<file path="src/rtl/core/pbc_pkg.sv">
// pbc_pkg: shared constants, codes and structs of the point boundary classifier
// no dependencies; imported by pbc_domain, pbc_cell and the top level
`timescale 1ns / 1ps
`default_nettype none

package pbc_pkg;

    localparam int MAX_DIMS      = 4;
    localparam int MAX_OBSTACLES = 16;
    localparam int COORD_WIDTH   = 32;

    localparam int CW     = COORD_WIDTH;
    localparam int DIM_W  = 2;   // dim_index port width
    localparam int SLOT_W = 4;   // slot_index port width
    localparam int IDX_W  = 4;   // obstacle_index port width
    localparam int ACT_W  = 3;   // active_dims register width
    localparam int CNT_W  = 5;   // obstacle_count register width
    localparam int CFG_W  = 5;   // widest configuration register
    localparam int POS_W  = $clog2(MAX_OBSTACLES + 1);

    typedef enum logic [1:0] {
        OP_QUERY  = 2'd0,
        OP_DOMAIN = 2'd1,
        OP_BOX    = 2'd2
    } opcode_t;

    typedef enum logic [1:0] {
        MODE_ABSORB   = 2'd0,
        MODE_PERIODIC = 2'd1,
        MODE_REFLECT  = 2'd2
    } mode_t;

    typedef enum logic {
        CFG_ACTIVE_DIMS    = 1'b0,
        CFG_OBSTACLE_COUNT = 1'b1
    } cfg_index_t;

    typedef enum logic [1:0] {
        SIDE_INSIDE = 2'd0,
        SIDE_LEFT   = 2'd1,
        SIDE_RIGHT  = 2'd2
    } side_t;

    typedef struct packed {
        logic             en;
        logic [DIM_W-1:0] dim;
        logic [CW-1:0]    left;
        logic [CW-1:0]    right;
        mode_t            mode;
    } dom_wr_t;

    typedef struct packed {
        logic [MAX_DIMS-1:0][1:0]    side;
        logic [MAX_DIMS-1:0]         pmask;
        logic [MAX_DIMS-1:0]         rmask;
        logic [MAX_DIMS-1:0][CW-1:0] mapped;
        logic                        absorb;
    } dom_res_t;

    typedef struct packed {
        logic             en;
        logic [DIM_W-1:0] dim;
        logic [CW-1:0]    lower;
        logic [CW-1:0]    upper;
    } box_wr_t;

    // query word travelling down the obstacle chain
    typedef struct packed {
        logic                        valid;
        logic [POS_W-1:0]            pos;
        logic [CNT_W-1:0]            nb;
        logic [MAX_DIMS-1:0]         dmask;
        logic [MAX_DIMS-1:0][CW-1:0] coord;
        logic                        hit;
        logic [IDX_W-1:0]            idx;
    } tok_t;

endpackage

`default_nettype wire

</file>
<file path="src/rtl/core/pbc_domain.sv">
// pbc_domain: domain edge and mode store with one classification lane per dimension
// depends on pbc_pkg
`timescale 1ns / 1ps
`default_nettype none

module pbc_domain
(
    input  wire logic                                        clk,
    input  wire logic                                        rst_n,
    input  wire pbc_pkg::dom_wr_t                            wr,
    input  wire logic [pbc_pkg::MAX_DIMS-1:0][pbc_pkg::CW-1:0] coord,
    input  wire logic [pbc_pkg::MAX_DIMS-1:0]                dmask,
    output pbc_pkg::dom_res_t                                res
);
    import pbc_pkg::*;

    logic [CW-1:0] left_reg  [MAX_DIMS];
    logic [CW-1:0] right_reg [MAX_DIMS];
    mode_t         mode_reg  [MAX_DIMS];

    always_ff @(posedge clk)
    begin
        if (wr.en)
        begin
            left_reg[wr.dim]  <= wr.left;
            right_reg[wr.dim] <= wr.right;
        end
    end

    always_ff @(posedge clk or negedge rst_n)
    begin
        if (!rst_n)
        begin
            for (int k = 0; k < MAX_DIMS; k++)
            begin
                mode_reg[k] <= MODE_ABSORB;
            end
        end
        else if (wr.en)
        begin
            mode_reg[wr.dim] <= wr.mode;
        end
    end

    always_comb
    begin
        logic le;
        logic ge;
        res = '0;
        for (int k = 0; k < MAX_DIMS; k++)
        begin
            le = $signed(coord[k]) <= $signed(left_reg[k]);
            ge = $signed(coord[k]) >= $signed(right_reg[k]);
            res.mapped[k] = coord[k];
            if (dmask[k] && (le || ge))
            begin
                // left test wins even when the edges are crossed
                res.side[k] = le ? SIDE_LEFT : SIDE_RIGHT;
                case (mode_reg[k])
                    MODE_ABSORB:
                    begin
                        res.absorb = 1'b1;
                    end
                    MODE_PERIODIC:
                    begin
                        res.pmask[k]  = 1'b1;
                        res.mapped[k] = le ? right_reg[k] : left_reg[k];
                    end
                    default:
                    begin
                        res.rmask[k] = 1'b1;
                    end
                endcase
            end
        end
    end

endmodule

`default_nettype wire

</file>
<file path="config.mk">
export PLATFORM = sky130hd
export DESIGN_NAME = pbc_domain
export DESIGN_NICKNAME = d
export VERILOG_FILES = /design/src/rtl/core/pbc_pkg.sv /design/src/rtl/core/pbc_domain.sv
export SDC_FILE = /design/constraint.sdc
export NUM_CORES = 1
export LEC_CHECK = 0
export ABC_AREA = 1
export BUFFER_PORTS_ARGS = -buffer_cell sky130_fd_sc_hd__buf_4
export CAP_MARGIN = 10
export CORE_MARGIN = 8
export CORE_UTILIZATION = 45
export CTS_CLUSTER_SIZE = 8
export DETAILED_ROUTE_END_ITERATION = 6
export PLACE_DENSITY = 0.67
export SLEW_MARGIN = 20
export SYNTH_ARGS = -nofsm -noshare
export SYNTH_HDL_FRONTEND = slang
export SYNTH_SLANG_ARGS = --single-unit
</file>
<file path="constraint.sdc">
create_clock -name clk -period 5.1 [get_ports clk]
set_input_delay 1.53 -clock clk [delete_from_list [all_inputs] [get_ports clk]]
set_output_delay 1.53 -clock clk [all_outputs]
set_load 0.02 [all_outputs]
</file>
==> flow_summary.toml <==
[status]
status = "complete, but fails checks"
violations = "negative setup slack"

[flow_run]
maxCapViolations = 0

[route]
dr.pass1.iters = 5
drt_iter0_markers = 1475
drcViolationCount = 0
wire_per_inst_um = 22.68
routed_wl_um = 72770
antenna_left = 0
via_count = 17630
vias_per_cell = 5.495

[timing]
max-slew-margin-rel_pct = 32.74
final_hold_viol_count = 0
slew_violations = 0
finalClockSkew_ns = 0
fin_crit_ns = 5.333
holdWs_ns = 0.5550
rsz0062_at_grt = "yes"
worstMarginPinSlew_ns = 1.009
setup_violations = 133
post-route-worst-setup-slack_ns = -0.2333
max_freq_mhz = 187.5
tns_ns = -19.26
timing.final.crit_share_pct = 104.6

[logic_synthesis]
ys_types = 27
avgSynthCellArea_um2 = 8.429
ys_seq_area_share_pct = 43.34
synth_fp_nets = 2618
yosysWarnings = 0
netlist_area_um2 = 18200
synthCells = 2159
ys_ff_latch = 264

[floorplan]
die_x_um = 217.1
ios = 348
die_h_um = 217.1
initial_core_util_pct = 45.70
die_area_um2 = 47130
core_region_area_um2 = 39820
rows = 73

[global_route]
grt_pass1_vias = 17830
grt_antenna_before_repair = 3
grt_pass1_wl_um = 100900
track_usage_pct = 27.71
grt_max_degree = 69
grt-ovfl-total = 0

[min_path]
whs_path_depth = 1
min_to = "mode_reg[0]$_DFFE_PN0P_"
hold_path.class = "reg2reg"
min_from = "mode_reg[0]$_DFFE_PN0P_"

[layout]
syn_to_final_growth_pct = 61.81
drive_above_1_share_pct = 48.38
nFillCells = 2634
nets = 3128
fin_util_pct = 73.94

[setup_path]
worst-endpoint-required_ns = 3.57
arrival_ns = 3.80
cp-start-kind = "input port"
critPathTopFamily = "buffers and inverters"
crit_path_cell_trace = "buf_12 > ha_4 > buf_6 > a21oi_4 > o21a_1 > nand2_2 > a21oi_2 > buf_6 > nand2_4 > nand2_4 > nand3_4 > buf_6 > buf_12 > buf_16 > o21ai_4 > nand2_2 > nand2_2 > buf_6"
critPathBufInv = 7
crit_top_cell = "buf_6"
critPathKind = "in2out"
reg2reg_setup_slack_ns = 4.34
end_kind = "output port"
slowest_stage = "ha_4"
max_stage_delay_ns = 0.24
r2r_cells = 2
r2r-start = "mode_reg[1]$_DFFE_PN0P_"
rr_endpoint = "mode_reg[1]$_DFFE_PN0P_"
crit_fanout = 6

[clock_tree]
cts_made_buffers = 39
h-tree-depth = 2
cts.reportedPaths.clkPinSlew_ns = 0.05
cts_tree = "done"
root_buffer = "clkbuf_16"
clkLatencyLatePin_ns = 0.53
cts_sinks = 264
cts_hold_buf = 0
clk_path_buf_depth = 3

[power_and_ir_drop]
p_leak_nw = 13.78
irDropWorstVdd_mv = 0.2511
p_total_mw = 8.224
power_density_nw_per_um2 = 279.3

[placement]
finalWeightedCongestion = 0.9243
port_buffers = 347
post-dp-hpwl_um = 48740
placed cells by master (no fill, tap or decap), types with 8 or more instances in the layout:
cell type / count
a21oi_1: 65
a21oi_2: 54
a21oi_4: 10
buf_12: 34
buf_16: 16
buf_4: 283
buf_6: 172
buf_8: 11
clkbuf_1: 9
clkbuf_16: 44
dfrtp_1: 8
edfxtp_1: 256
ha_1: 139
ha_4: 117
inv_1: 326
nand2_1: 402
nand2_2: 215
nand2_4: 191
nand3_2: 12
nand4_1: 18
nor2_1: 43
nor2_2: 17
nor2_4: 17
o21a_1: 18
o21ai_0: 45
o21ai_1: 42
o21ai_2: 58
o21ai_4: 14
synthesized netlist by cell type:
cell	number	area [µm²]
a21o_1	5	37.54
a21oi_1	129	645.6
buf_2	8	40.04
buf_4	16	120.1
buf_6	22	247.7
clkbuf_1	6	22.52
dfrtp_1	8	200.2
edfxtp_1	256	7687
ha_1	256	3203
inv_1	329	1235
inv_4	4	25.02
nand2_1	795	2984
nand2_2	11	68.82
nand2_4	4	45.04
nand3_1	17	85.08
nand3_2	4	40.04
nand3b_1	2	15.01
nand4_1	18	112.6
nor2_1	70	262.8
nor2_2	7	43.79
nor3_1	8	40.04
nor3b_2	1	12.51
nor4_2	4	50.05
nor4_4	2	42.54
o21a_1	18	135.1
o21ai_0	118	590.6
o21ai_1	41	205.2
report_power, final:
group / switching [mW] / internal (mW) / leakage [nW]
Clock: 0.931 / 1.38 / 0.512
Combinational: 1.89 / 1.47 / 10.8
Sequential: 0.0510 / 2.51 / 2.44
kinds of logic (layout without fill, tap and decap cells):
kind of cell    count (synthesis)  count (layout)  share of synthesized area [%]
buf+inv                       385             907                          9.289
other cells                     0               3                              0
compound gates                311             311                          8.870
simple gates                  943             943                          20.90
flops                         264             264                          43.34
fa+ha+maj                     256             256                          17.60
per-stage QoR:
stage          setup WS, ns  std cells  area, µm²
6_report            -0.2333       3209      29450
3_3_place_gp        -0.6526       3099      22180
2_1_floorplan        0.3864       2159      18220
5_1_grt             -0.3392       3209      29450
3_5_place_dp        -0.7245       3099      22180
4_1_cts             -0.2122       3192      27120
per-layer routing:
| metal | up-vias | global-route usage, % | wire, µm |
|---|---|---|---|
| li1 | 8105 | - | - |
| met1 | 8479 | 33.63 | 28110 |
| met2 | 820 | 46.28 | 34970 |
| met3 | 230 | 5.423 | 5464 |
| met4 | 0 | 14.63 | 4227 |
| met5 | - | 0 | 0 |
how the worst max path moves through the flow:
| stage | depth (start not counted) | slack, ns | from | endpoint |
|---|---|---|---|---|
| finish | 18 | -0.23 | coord[95] | res[87] |
| global route | 20 | -0.34 | coord[49] | res[55] |
| CTS | 19 | -0.21 | coord[42] | res[54] |
| detailed placement | 19 | -0.72 | coord[29] | res[21] |
| global placement | 19 | -0.65 | coord[29] | res[21] |
| floorplan | 16 | 0.39 | coord[127] | res[119] |
area by class of cell:
type                            instances  area [µm²]  share of cell area, %
Multi-Input combinational cell       1510       13070                  44.39
Sequential cell                       264        7888                  26.79
Timing Repair Buffer                  521        5473                  18.59
Inverter                              333        1295                  4.398
Clock buffer                           48        1010                  3.429
Tap cell                              525       656.9                  2.231
Clock inverter                          5       45.04                 0.1530
Antenna cell                            3       7.507                0.02550
what timing repair did:
item,4_1_cts,5_1_grt
resized for setup,814,462
gates cloned,16,5
pin swaps,200,156
endpoints found under the setup margin,140,143
buffers inserted,31,18
(Power assumes the default switching activity.)
