**config.mk**
```make
export PLATFORM = sky130hd
export DESIGN_NAME = pbc_cell
export DESIGN_NICKNAME = d
export VERILOG_FILES = /design/src/rtl/core/pbc_pkg.sv /design/src/rtl/core/pbc_cell.sv
export SDC_FILE = /design/constraint.sdc
export NUM_CORES = 1
export LEC_CHECK = 0
export ABC_AREA = 1
export BUFFER_PORTS_ARGS = -buffer_cell sky130_fd_sc_hd__buf_4
export CELL_PAD_IN_SITES_DETAIL_PLACEMENT = 1
export CELL_PAD_IN_SITES_GLOBAL_PLACEMENT = 2
export CORE_MARGIN = 5
export CORE_UTILIZATION = 36
export CTS_CLUSTER_DIAMETER = 150
export DETAILED_ROUTE_END_ITERATION = 7
export GPL_TIMING_DRIVEN = 0
export PLACE_DENSITY_LB_ADDON = 0.1
export SYNTH_ARGS = -nofsm -noshare
export SYNTH_HDL_FRONTEND = slang
export SYNTH_SLANG_ARGS = --single-unit
```
**constraint.sdc**
```tcl
create_clock -name clk -period 2.4 [get_ports clk]
set_input_delay 0.48 -clock clk [delete_from_list [all_inputs] [get_ports clk]]
set_output_delay 0.48 -clock clk [all_outputs]
set_load 0.005 [all_outputs]
```
**src/rtl/core/pbc_pkg.sv**
```systemverilog
// pbc_pkg: shared constants, codes and structs of the point boundary classifier
// no dependencies; imported by pbc_domain, pbc_cell and the top level
`timescale 1ns / 1ps
`default_nettype none

package pbc_pkg;

    localparam int MAX_DIMS      = 4;
    localparam int MAX_OBSTACLES = 16;
    localparam int COORD_WIDTH   = 32;

    localparam int CW     = COORD_WIDTH;
    localparam int DIM_W  = 2;   // dim_index port width
    localparam int SLOT_W = 4;   // slot_index port width
    localparam int IDX_W  = 4;   // obstacle_index port width
    localparam int ACT_W  = 3;   // active_dims register width
    localparam int CNT_W  = 5;   // obstacle_count register width
    localparam int CFG_W  = 5;   // widest configuration register
    localparam int POS_W  = $clog2(MAX_OBSTACLES + 1);

    typedef enum logic [1:0] {
        OP_QUERY  = 2'd0,
        OP_DOMAIN = 2'd1,
        OP_BOX    = 2'd2
    } opcode_t;

    typedef enum logic [1:0] {
        MODE_ABSORB   = 2'd0,
        MODE_PERIODIC = 2'd1,
        MODE_REFLECT  = 2'd2
    } mode_t;

    typedef enum logic {
        CFG_ACTIVE_DIMS    = 1'b0,
        CFG_OBSTACLE_COUNT = 1'b1
    } cfg_index_t;

    typedef enum logic [1:0] {
        SIDE_INSIDE = 2'd0,
        SIDE_LEFT   = 2'd1,
        SIDE_RIGHT  = 2'd2
    } side_t;

    typedef struct packed {
        logic             en;
        logic [DIM_W-1:0] dim;
        logic [CW-1:0]    left;
        logic [CW-1:0]    right;
        mode_t            mode;
    } dom_wr_t;

    typedef struct packed {
        logic [MAX_DIMS-1:0][1:0]    side;
        logic [MAX_DIMS-1:0]         pmask;
        logic [MAX_DIMS-1:0]         rmask;
        logic [MAX_DIMS-1:0][CW-1:0] mapped;
        logic                        absorb;
    } dom_res_t;

    typedef struct packed {
        logic             en;
        logic [DIM_W-1:0] dim;
        logic [CW-1:0]    lower;
        logic [CW-1:0]    upper;
    } box_wr_t;

    // query word travelling down the obstacle chain
    typedef struct packed {
        logic                        valid;
        logic [POS_W-1:0]            pos;
        logic [CNT_W-1:0]            nb;
        logic [MAX_DIMS-1:0]         dmask;
        logic [MAX_DIMS-1:0][CW-1:0] coord;
        logic                        hit;
        logic [IDX_W-1:0]            idx;
    } tok_t;

endpackage

`default_nettype wire

```
**src/rtl/core/pbc_cell.sv**
```systemverilog
// pbc_cell: one obstacle box of the chain, tests the passing query word and forwards it
// depends on pbc_pkg
`timescale 1ns / 1ps
`default_nettype none

module pbc_cell
(
    input  wire logic             clk,
    input  wire logic             rst_n,
    input  wire pbc_pkg::box_wr_t wr,
    input  wire pbc_pkg::tok_t    tok_in,
    output pbc_pkg::tok_t         tok_out
);
    import pbc_pkg::*;

    logic [CW-1:0] lower_reg [MAX_DIMS];
    logic [CW-1:0] upper_reg [MAX_DIMS];

    logic valid_reg;
    tok_t data_reg;
    tok_t data_next;
    logic in_box;

    always_ff @(posedge clk)
    begin
        if (wr.en)
        begin
            lower_reg[wr.dim] <= wr.lower;
            upper_reg[wr.dim] <= wr.upper;
        end
    end

    always_comb
    begin
        in_box = 1'b1;
        for (int k = 0; k < MAX_DIMS; k++)
        begin
            if (tok_in.dmask[k] &&
                (($signed(tok_in.coord[k]) < $signed(lower_reg[k])) ||
                 ($signed(tok_in.coord[k]) > $signed(upper_reg[k]))))
            begin
                in_box = 1'b0;
            end
        end
    end

    always_comb
    begin
        data_next     = tok_in;
        data_next.pos = tok_in.pos + POS_W'(1);
        // the pos field is this cell's slot number
        if (!tok_in.hit && (tok_in.pos < POS_W'(tok_in.nb)) && in_box)
        begin
            data_next.hit = 1'b1;
            data_next.idx = tok_in.pos[IDX_W-1:0];
        end
    end

    always_ff @(posedge clk or negedge rst_n)
    begin
        if (!rst_n)
        begin
            valid_reg <= 1'b0;
        end
        else
        begin
            valid_reg <= tok_in.valid;
        end
    end

    always_ff @(posedge clk)
    begin
        data_reg <= data_next;
    end

    always_comb
    begin
        tok_out       = data_reg;
        tok_out.valid = valid_reg;
    end

endmodule

`default_nettype wire
```
==> results.py, run 1 <==
metrics = {
    "clock_tree": {
        "cts_made_buffers": 46,
        "clk_latency_ns": 0.56,
        "cts_root_buffer": "clkbuf_16",
        "tritoncts": "built",
        "cts.sinks": 404,
        "clk_path_buf_depth": 3,
        "clkSlewWorstSetupHoldPaths_ns": 0.06,
        "h-tree-depth": 2,
    },
    "die": {
        "core.rowCount": 81,
        "dieHeight_um": 232,
        "start_util_pct": 36.3,
        "die_w_um": 232,
        "io_pins": 365,
        "die_area_mm2": 0.0537,
        "core-area_mm2": 0.0487,
    },
    "layout": {
        "fill_cells": 5236,
        "layout-drive-gt1-share_pct": 26.6,
        "area_delta_synth_final_pct": 33.6,
        "nets": 2461,
        "largest_reg_flops": 147,
        "final_cell_area_mm2": 0.0237,
        "instances_no_fill": 2690,
        "final_util_pct": 48.5,
    },
    "power": {
        "p_leak_nw": 11.2,
        "ir_drop_v": 0.000626,
        "finalPower_mw": 16.8,
        "power_density_mw_per_mm2": 709,
    },
    "placed_design": {
        "dp_cells": 2580,
        "pre_cts_ws_ns": -0.667,
        "post-dp-hpwl_mm": 39.8,
        "gp_congestion": 0.783,
        "place_area_mm2": 0.0216,
        "portBuffers": 364,
    },
    "grt": {
        "grt_pass1_wl_mm": 74.0,
        "first_global_vias": 13100,
        "top_usage_layer": "met2",
        "use_met2_pct": 30.6,
        "grt_max_degree": 21,
        "track_usage_pct": 18.0,
        "antenna_found_initial": 2,
        "use_met3_pct": 3.62,
        "use_met1_pct": 23.4,
        "grt-ovfl-total": 0,
    },
    "timing": {
        "finalWorstSetupSlack_ns": 0.00933,
        "setup_viol": 0,
        "fin_crit_sh_pct": 99.6,
        "fmax_mhz": 418,
        "fin_crit_ns": 2.39,
        "clock-skew-final_ns": 0.0103,
        "drv_slew": 0,
        "hold_viol_final": 0,
        "rsz0062_at_grt": "true",
        "tightest_slew_ns": 0.974,
        "slew_headroom_pct": 34.8,
    },
    "setup_path": {
        "crit_path_end_kind": "flop",
        "rr_endpoint": "tok_out[0]$_DFF_P_",
        "timing.rr.start": "upper_reg[2][27]$_DFFE_PP_",
        "path_max_fanout": 5,
        "rr_worst_depth": 14,
        "ff2ff_setup_slack_ns": 0.009,
        "worst_ep_required_time_ns": 2.86,
        "worstPathArrival_ns": 2.85,
        "crit_type": "flop to flop",
        "startpoint_type": "flop",
    },
    "detailed_routing": {
        "via_per_inst": 4.56,
        "drc": 0,
        "ant_nets": 0,
        "drt-initial-drc-count": 513,
        "drt-total-wl_mm": 49.0,
        "via_count": 12300,
        "wire_per_inst_um": 18.2,
        "drtPass1Iterations": 4,
    },
    "logic_synthesis": {
        "yosys-top-cells-area": "edfxtp_1, ha_1, dfxtp_1, inv_1, nand2_1",
        "synth.top_cells.by_count": "inv_1, ha_1, edfxtp_1, nand2_1, dfxtp_1",
        "ys_types": 36,
        "synth_top_area_share_pct": 43.4,
        "ys_ff_latch": 404,
        "yosysTopAreaCell": "edfxtp_1",
        "ys_seq_area_share_pct": 60.2,
        "synthCells": 1540,
        "syn_nets": 2014,
        "synth_area_mm2": 0.0177,
        "synthMostInstantiatedCell": "inv_1",
        "synth_edf_count": 256,
        "yosys_warnings": 0,
        "synthFlopType": "edfxtp_1",
        "async_flop_share_pct": 0.248,
        "syn_avg_cell_area_um2": 11.5,
    },
    "min_path": {
        "worstHoldStart": "tok_in[35]",
        "min_to": "tok_out[35]$_DFF_P_",
        "hp-class": "primary input to flop",
        "hold_depth": 1,
    },
    "flow_run": {
        "maxCapViolations": 0,
    },
    "run_status": {
        "status": "completed",
    },
}
## power breakdown
group	internal, mW	switching, mW
Clock	4.11	2.80
Sequential	7.75	0.0876
Combinational	0.923	1.11
Total	12.8	4.00
## cell families after synthesis
family | count (synthesis) | share of synthesized area (%)
adders and majority gates | 257 | 18.2
xor gates and xnor gates | 3 | 0.148
DFF | 404 | 60.2
buffers and inverters | 316 | 6.72
and+or+nand+nor | 383 | 9.49
AOI/OAI and AO/OA | 177 | 5.29
## how the worst max path moves through the flow
| stage | startpoint | end | slack [ns] |
|---|---|---|---|
| floorplan | wr[66] | lower_reg[0][0]$_DFFE_PP_ | -0.19 |
| global placement | wr[66] | lower_reg[0][14]$_DFFE_PP_ | -1.37 |
| detailed placement | tok_in[132] | tok_out[1]$_DFF_P_ | -0.67 |
| CTS | tok_in[115] | tok_out[1]$_DFF_P_ | 0.0004 |
| global route | upper_reg[2][27]$_DFFE_PP_ | tok_out[0]$_DFF_P_ | -0.10 |
| finish | upper_reg[2][27]$_DFFE_PP_ | tok_out[0]$_DFF_P_ | 0.009 |
## metrics by stage
step | hold slack, ns | setup TNS (ns)
final | 0.0379 | 0
after global routing | 0.00951 | -0.368
after CTS | 0.0000965 | 0
after detailed placement | 0.257 | -3.27
after global placement | 0.255 | -327.63
after floorplan | 0.184 | -47.76
## routing by layer
metal | up-vias | part of all wire, %
met3 | 72 | 4.9
met5 | - | 0.022
met1 | 5893 | 44
met4 | 2 | 2.5
li1 | 6054 | -
met2 | 245 | 49
## worst max-delay path, stage by stage, from the launching register on
cell      delay [ns]
edfxtp_1        0.35
inv_2           0.05
ha_4            0.26
nand2_1         0.08
nor2_2          0.13
nand2_2         0.13
nor3b_4         0.22
buf_6           0.16
nand4_1         0.22
nand3_2         0.18
nand2_4         0.08
a21oi_4         0.17
nand3_4         0.11
nand2_1         0.08
nand2_1         0.04
## layout by cell type, fill, tap and decap left out, drive strengths merged, types with 17 or more instances in the layout
cell type    instances
o21ai               34
nand2              253
inv                313
nand4               20
nor2                59
dlygate4sd3         17
a21oi              128
buf                383
nand3               26
ha                 257
dfxtp              147
clkbuf              70
edfxtp             256
## cell type report
cell class	instances	area (um^2)	share of cell area [%]
diodes	1	2.50	0.0106
plain buffers	1	7.51	0.0317
clock buffers	70	1400	5.90
flip-flops and latches	404	10700	45.0
well taps	664	831	3.51
multi-input cells	820	6230	26.3
repair buffers	399	3240	13.7
clock inverters	16	106	0.450
inverters	315	1180	5.00
## repair_timing
action / CTS / global route
hold endpoints to repair: 17 / 0
pin swaps: 11 / 29
buffers inserted: 2 / 4
hold buffers: 17 / 0
endpoints found under the setup margin: 5 / 5
gates resized for setup: 24 / 46
Power figures use the tool's default switching activity.
==> run 2, diff against run 1 <==
--- a/config.mk
+++ b/config.mk
@@ -6,7 +6,7 @@
 export NUM_CORES = 1
 export LEC_CHECK = 0
 export ABC_AREA = 1
-export BUFFER_PORTS_ARGS = -buffer_cell sky130_fd_sc_hd__buf_4
+export BUFFER_PORTS_ARGS = -buffer_cell sky130_fd_sc_hd__buf_2
 export CELL_PAD_IN_SITES_DETAIL_PLACEMENT = 1
 export CELL_PAD_IN_SITES_GLOBAL_PLACEMENT = 2
 export CORE_MARGIN = 5
@@ -14,6 +14,7 @@
 export CTS_CLUSTER_DIAMETER = 150
 export DETAILED_ROUTE_END_ITERATION = 7
 export GPL_TIMING_DRIVEN = 0
+export MAX_ROUTING_LAYER = met4
 export PLACE_DENSITY_LB_ADDON = 0.1
 export SYNTH_ARGS = -nofsm -noshare
 export SYNTH_HDL_FRONTEND = slang
==> run 2 against run 1 <==
Effect of this change: utilization fell by 1.8 points; non-clock buffer count fell by 10; die area did not move; clock skew fell by 0.0021 ns; routed wire length fell by 1.1%; sequential share of layout area rose by 1.8 points; power rose by 0.97%; hold slack improved by 0.0039 ns; critical path depth did not move; global-route usage rose by 0.30 points; final area fell by 3.8%; first-iteration DRC count fell by 16%; largest power group unchanged.
==> results.py, run 2 (synthesis gave the netlist of run 1 again) <==
metrics = {
    "run_status": {
        "status": "completed",
    },
    "grt": {
        "first_global_vias": 12900,
        "antenna_found_initial": 4,
        "grt-ovfl-total": 0,
        "track_usage_pct": 18.3,
        "grt_pass1_wl_mm": 72.8,
        "grt_max_degree": 21,
    },
    "detailed_routing": {
        "wire_per_inst_um": 18.1,
        "drt-total-wl_mm": 48.5,
        "drt-initial-drc-count": 432,
        "via_count": 12200,
        "drc": 0,
        "drtPass1Iterations": 6,
        "ant_nets": 0,
        "via_per_inst": 4.53,
    },
    "die": {
        "die_area_mm2": 0.0537,
        "core.rowCount": 81,
        "start_util_pct": 36.3,
        "die_w_um": 232,
        "io_pins": 365,
        "dieHeight_um": 232,
        "core-area_mm2": 0.0487,
    },
    "placed_design": {
        "place_area_mm2": 0.0207,
        "pre_cts_ws_ns": -0.679,
        "gp_congestion": 0.773,
        "post-dp-hpwl_mm": 39.2,
        "portBuffers": 364,
    },
    "timing": {
        "hold_viol_final": 0,
        "rsz0062_at_grt": "true",
        "setup_viol": 0,
        "drv_slew": 0,
        "slew_headroom_pct": 32.2,
        "finalWorstSetupSlack_ns": 0.0574,
        "fin_crit_sh_pct": 97.6,
        "fmax_mhz": 427,
        "tightest_slew_ns": 1.01,
        "finalHoldWorstSlack_ns": 0.0418,
        "clock-skew-final_ns": 0.00828,
        "fin_crit_ns": 2.34,
    },
    "setup_path": {
        "path_max_fanout": 5,
        "ff2ff_setup_slack_ns": 0.06,
        "startpoint_type": "flop",
        "worst_ep_required_time_ns": 2.87,
        "worstPathArrival_ns": 2.81,
        "crit_type": "flop to flop",
        "crit_path_end_kind": "flop",
    },
    "power": {
        "finalPower_mw": 16.9,
        "ir_drop_v": 0.000644,
        "p_leak_nw": 10.9,
        "power_density_mw_per_mm2": 745,
    },
    "clock_tree": {
        "cts.sinks": 404,
        "clk_latency_ns": 0.57,
        "clkSlewWorstSetupHoldPaths_ns": 0.06,
        "tritoncts": "built",
        "cts_root_buffer": "clkbuf_16",
        "h-tree-depth": 2,
        "cts_made_buffers": 46,
        "clk_path_buf_depth": 3,
    },
    "layout": {
        "nets": 2451,
        "layout_commonest_cell": "buf_2",
        "layout-drive-gt1-share_pct": 26.9,
        "final_cell_area_mm2": 0.0228,
        "largest_reg_flops": 147,
        "final_cell_mix": "buf_2, inv_1, edfxtp_1",
        "area_delta_synth_final_pct": 28.6,
    },
    "flow_run": {
        "maxCapViolations": 0,
    },
    "min_path": {
        "hp-class": "primary input to flop",
    },
}
==> run 2: changes by cell type in the layout (fill, tap and decap cells not counted), sizes merged, moves of 3 or more <==
cell,before,now
diode,1,4
dlygate4sd3,17,7
bufinv,1,4
clkbuf,70,64
==> run 2: stage by stage <==
stage | setup TNS [ns] | instances | utilization (%)
3_5_place_dp | -3.64 | 2580 | 42.5
2_1_floorplan | -47.76 | 1540 | -
5_1_grt | -0.399 | 2683 | 46.7
6_report | 0 | 2683 | 46.7
3_3_place_gp | -336.88 | 2568 | 41.8
4_1_cts | 0 | 2676 | 46.1
==> run 2: layout make-up <==
class | count | area [um^2]
Antenna cell | 4 | 10.0
Fill cell | 5335 | 26000
Clock inverter | 22 | 210
Clock buffer | 64 | 1380
Tap cell | 664 | 831
Multi-Input combinational cell | 820 | 6260
Inverter | 315 | 1180
Timing Repair Buffer | 389 | 2230
Buffer | 1 | 7.51
Sequential cell | 404 | 10700
==> run 2: what timing repair did <==
| item | in CTS | in global routing |
|---|---|---|
| endpoints found under the setup margin | 5 | 5 |
| hold buffers | 7 | 0 |
| resized for setup | 25 | 51 |
| pin swaps | 15 | 27 |
| hold endpoints to repair | 7 | 0 |
| buffers inserted | 3 | 3 |
==> run 2: path summary, 6_finish.rpt <==
check                                            from                    end  cells after the start
max reg2reg                upper_reg[2][31]$_DFFE_PP_     tok_out[0]$_DFF_P_                     14
min in group asynchronous                       rst_n    valid_reg$_DFF_PN0_                      2
max                        upper_reg[2][31]$_DFFE_PP_     tok_out[0]$_DFF_P_                     14
min reg2reg                upper_reg[2][31]$_DFFE_PP_  tok_out[4]$_SDFF_PP1_                      8
min                                         tok_in[5]     tok_out[5]$_DFF_P_                      1
max in group asynchronous                       rst_n    valid_reg$_DFF_PN0_                      2
==> run 2: metal layers <==
layer	GRT usage, %	routed length [um]	up-vias	part of all wire [%]
met5	-	0	-	0
met4	4.41	847	0	1.7
met3	3.57	2420	58	5.0
met2	30.3	23500	249	48
met1	23.3	21800	5789	45
li1	-	-	6059	-
==> run 2: critical path, stage by stage (launching register included) <==
cell      delay (ns)
edfxtp_1        0.32
inv_1           0.06
ha_4            0.29
nand2_2         0.07
nor2_4          0.13
nand2_4         0.08
nor3b_4         0.21
buf_6           0.15
nand4_1         0.23
nand3_2         0.19
nand2_4         0.08
a21oi_4         0.17
nand3_4         0.11
nand2_2         0.08
nand2_1         0.04
==> run 2: power by group <==
group | internal [mW] | switching, mW | leakage (nW)
registers | 7.75 | 0.0813 | 3.60
logic | 0.740 | 1.11 | 6.49
clock network | 4.43 | 2.84 | 0.782
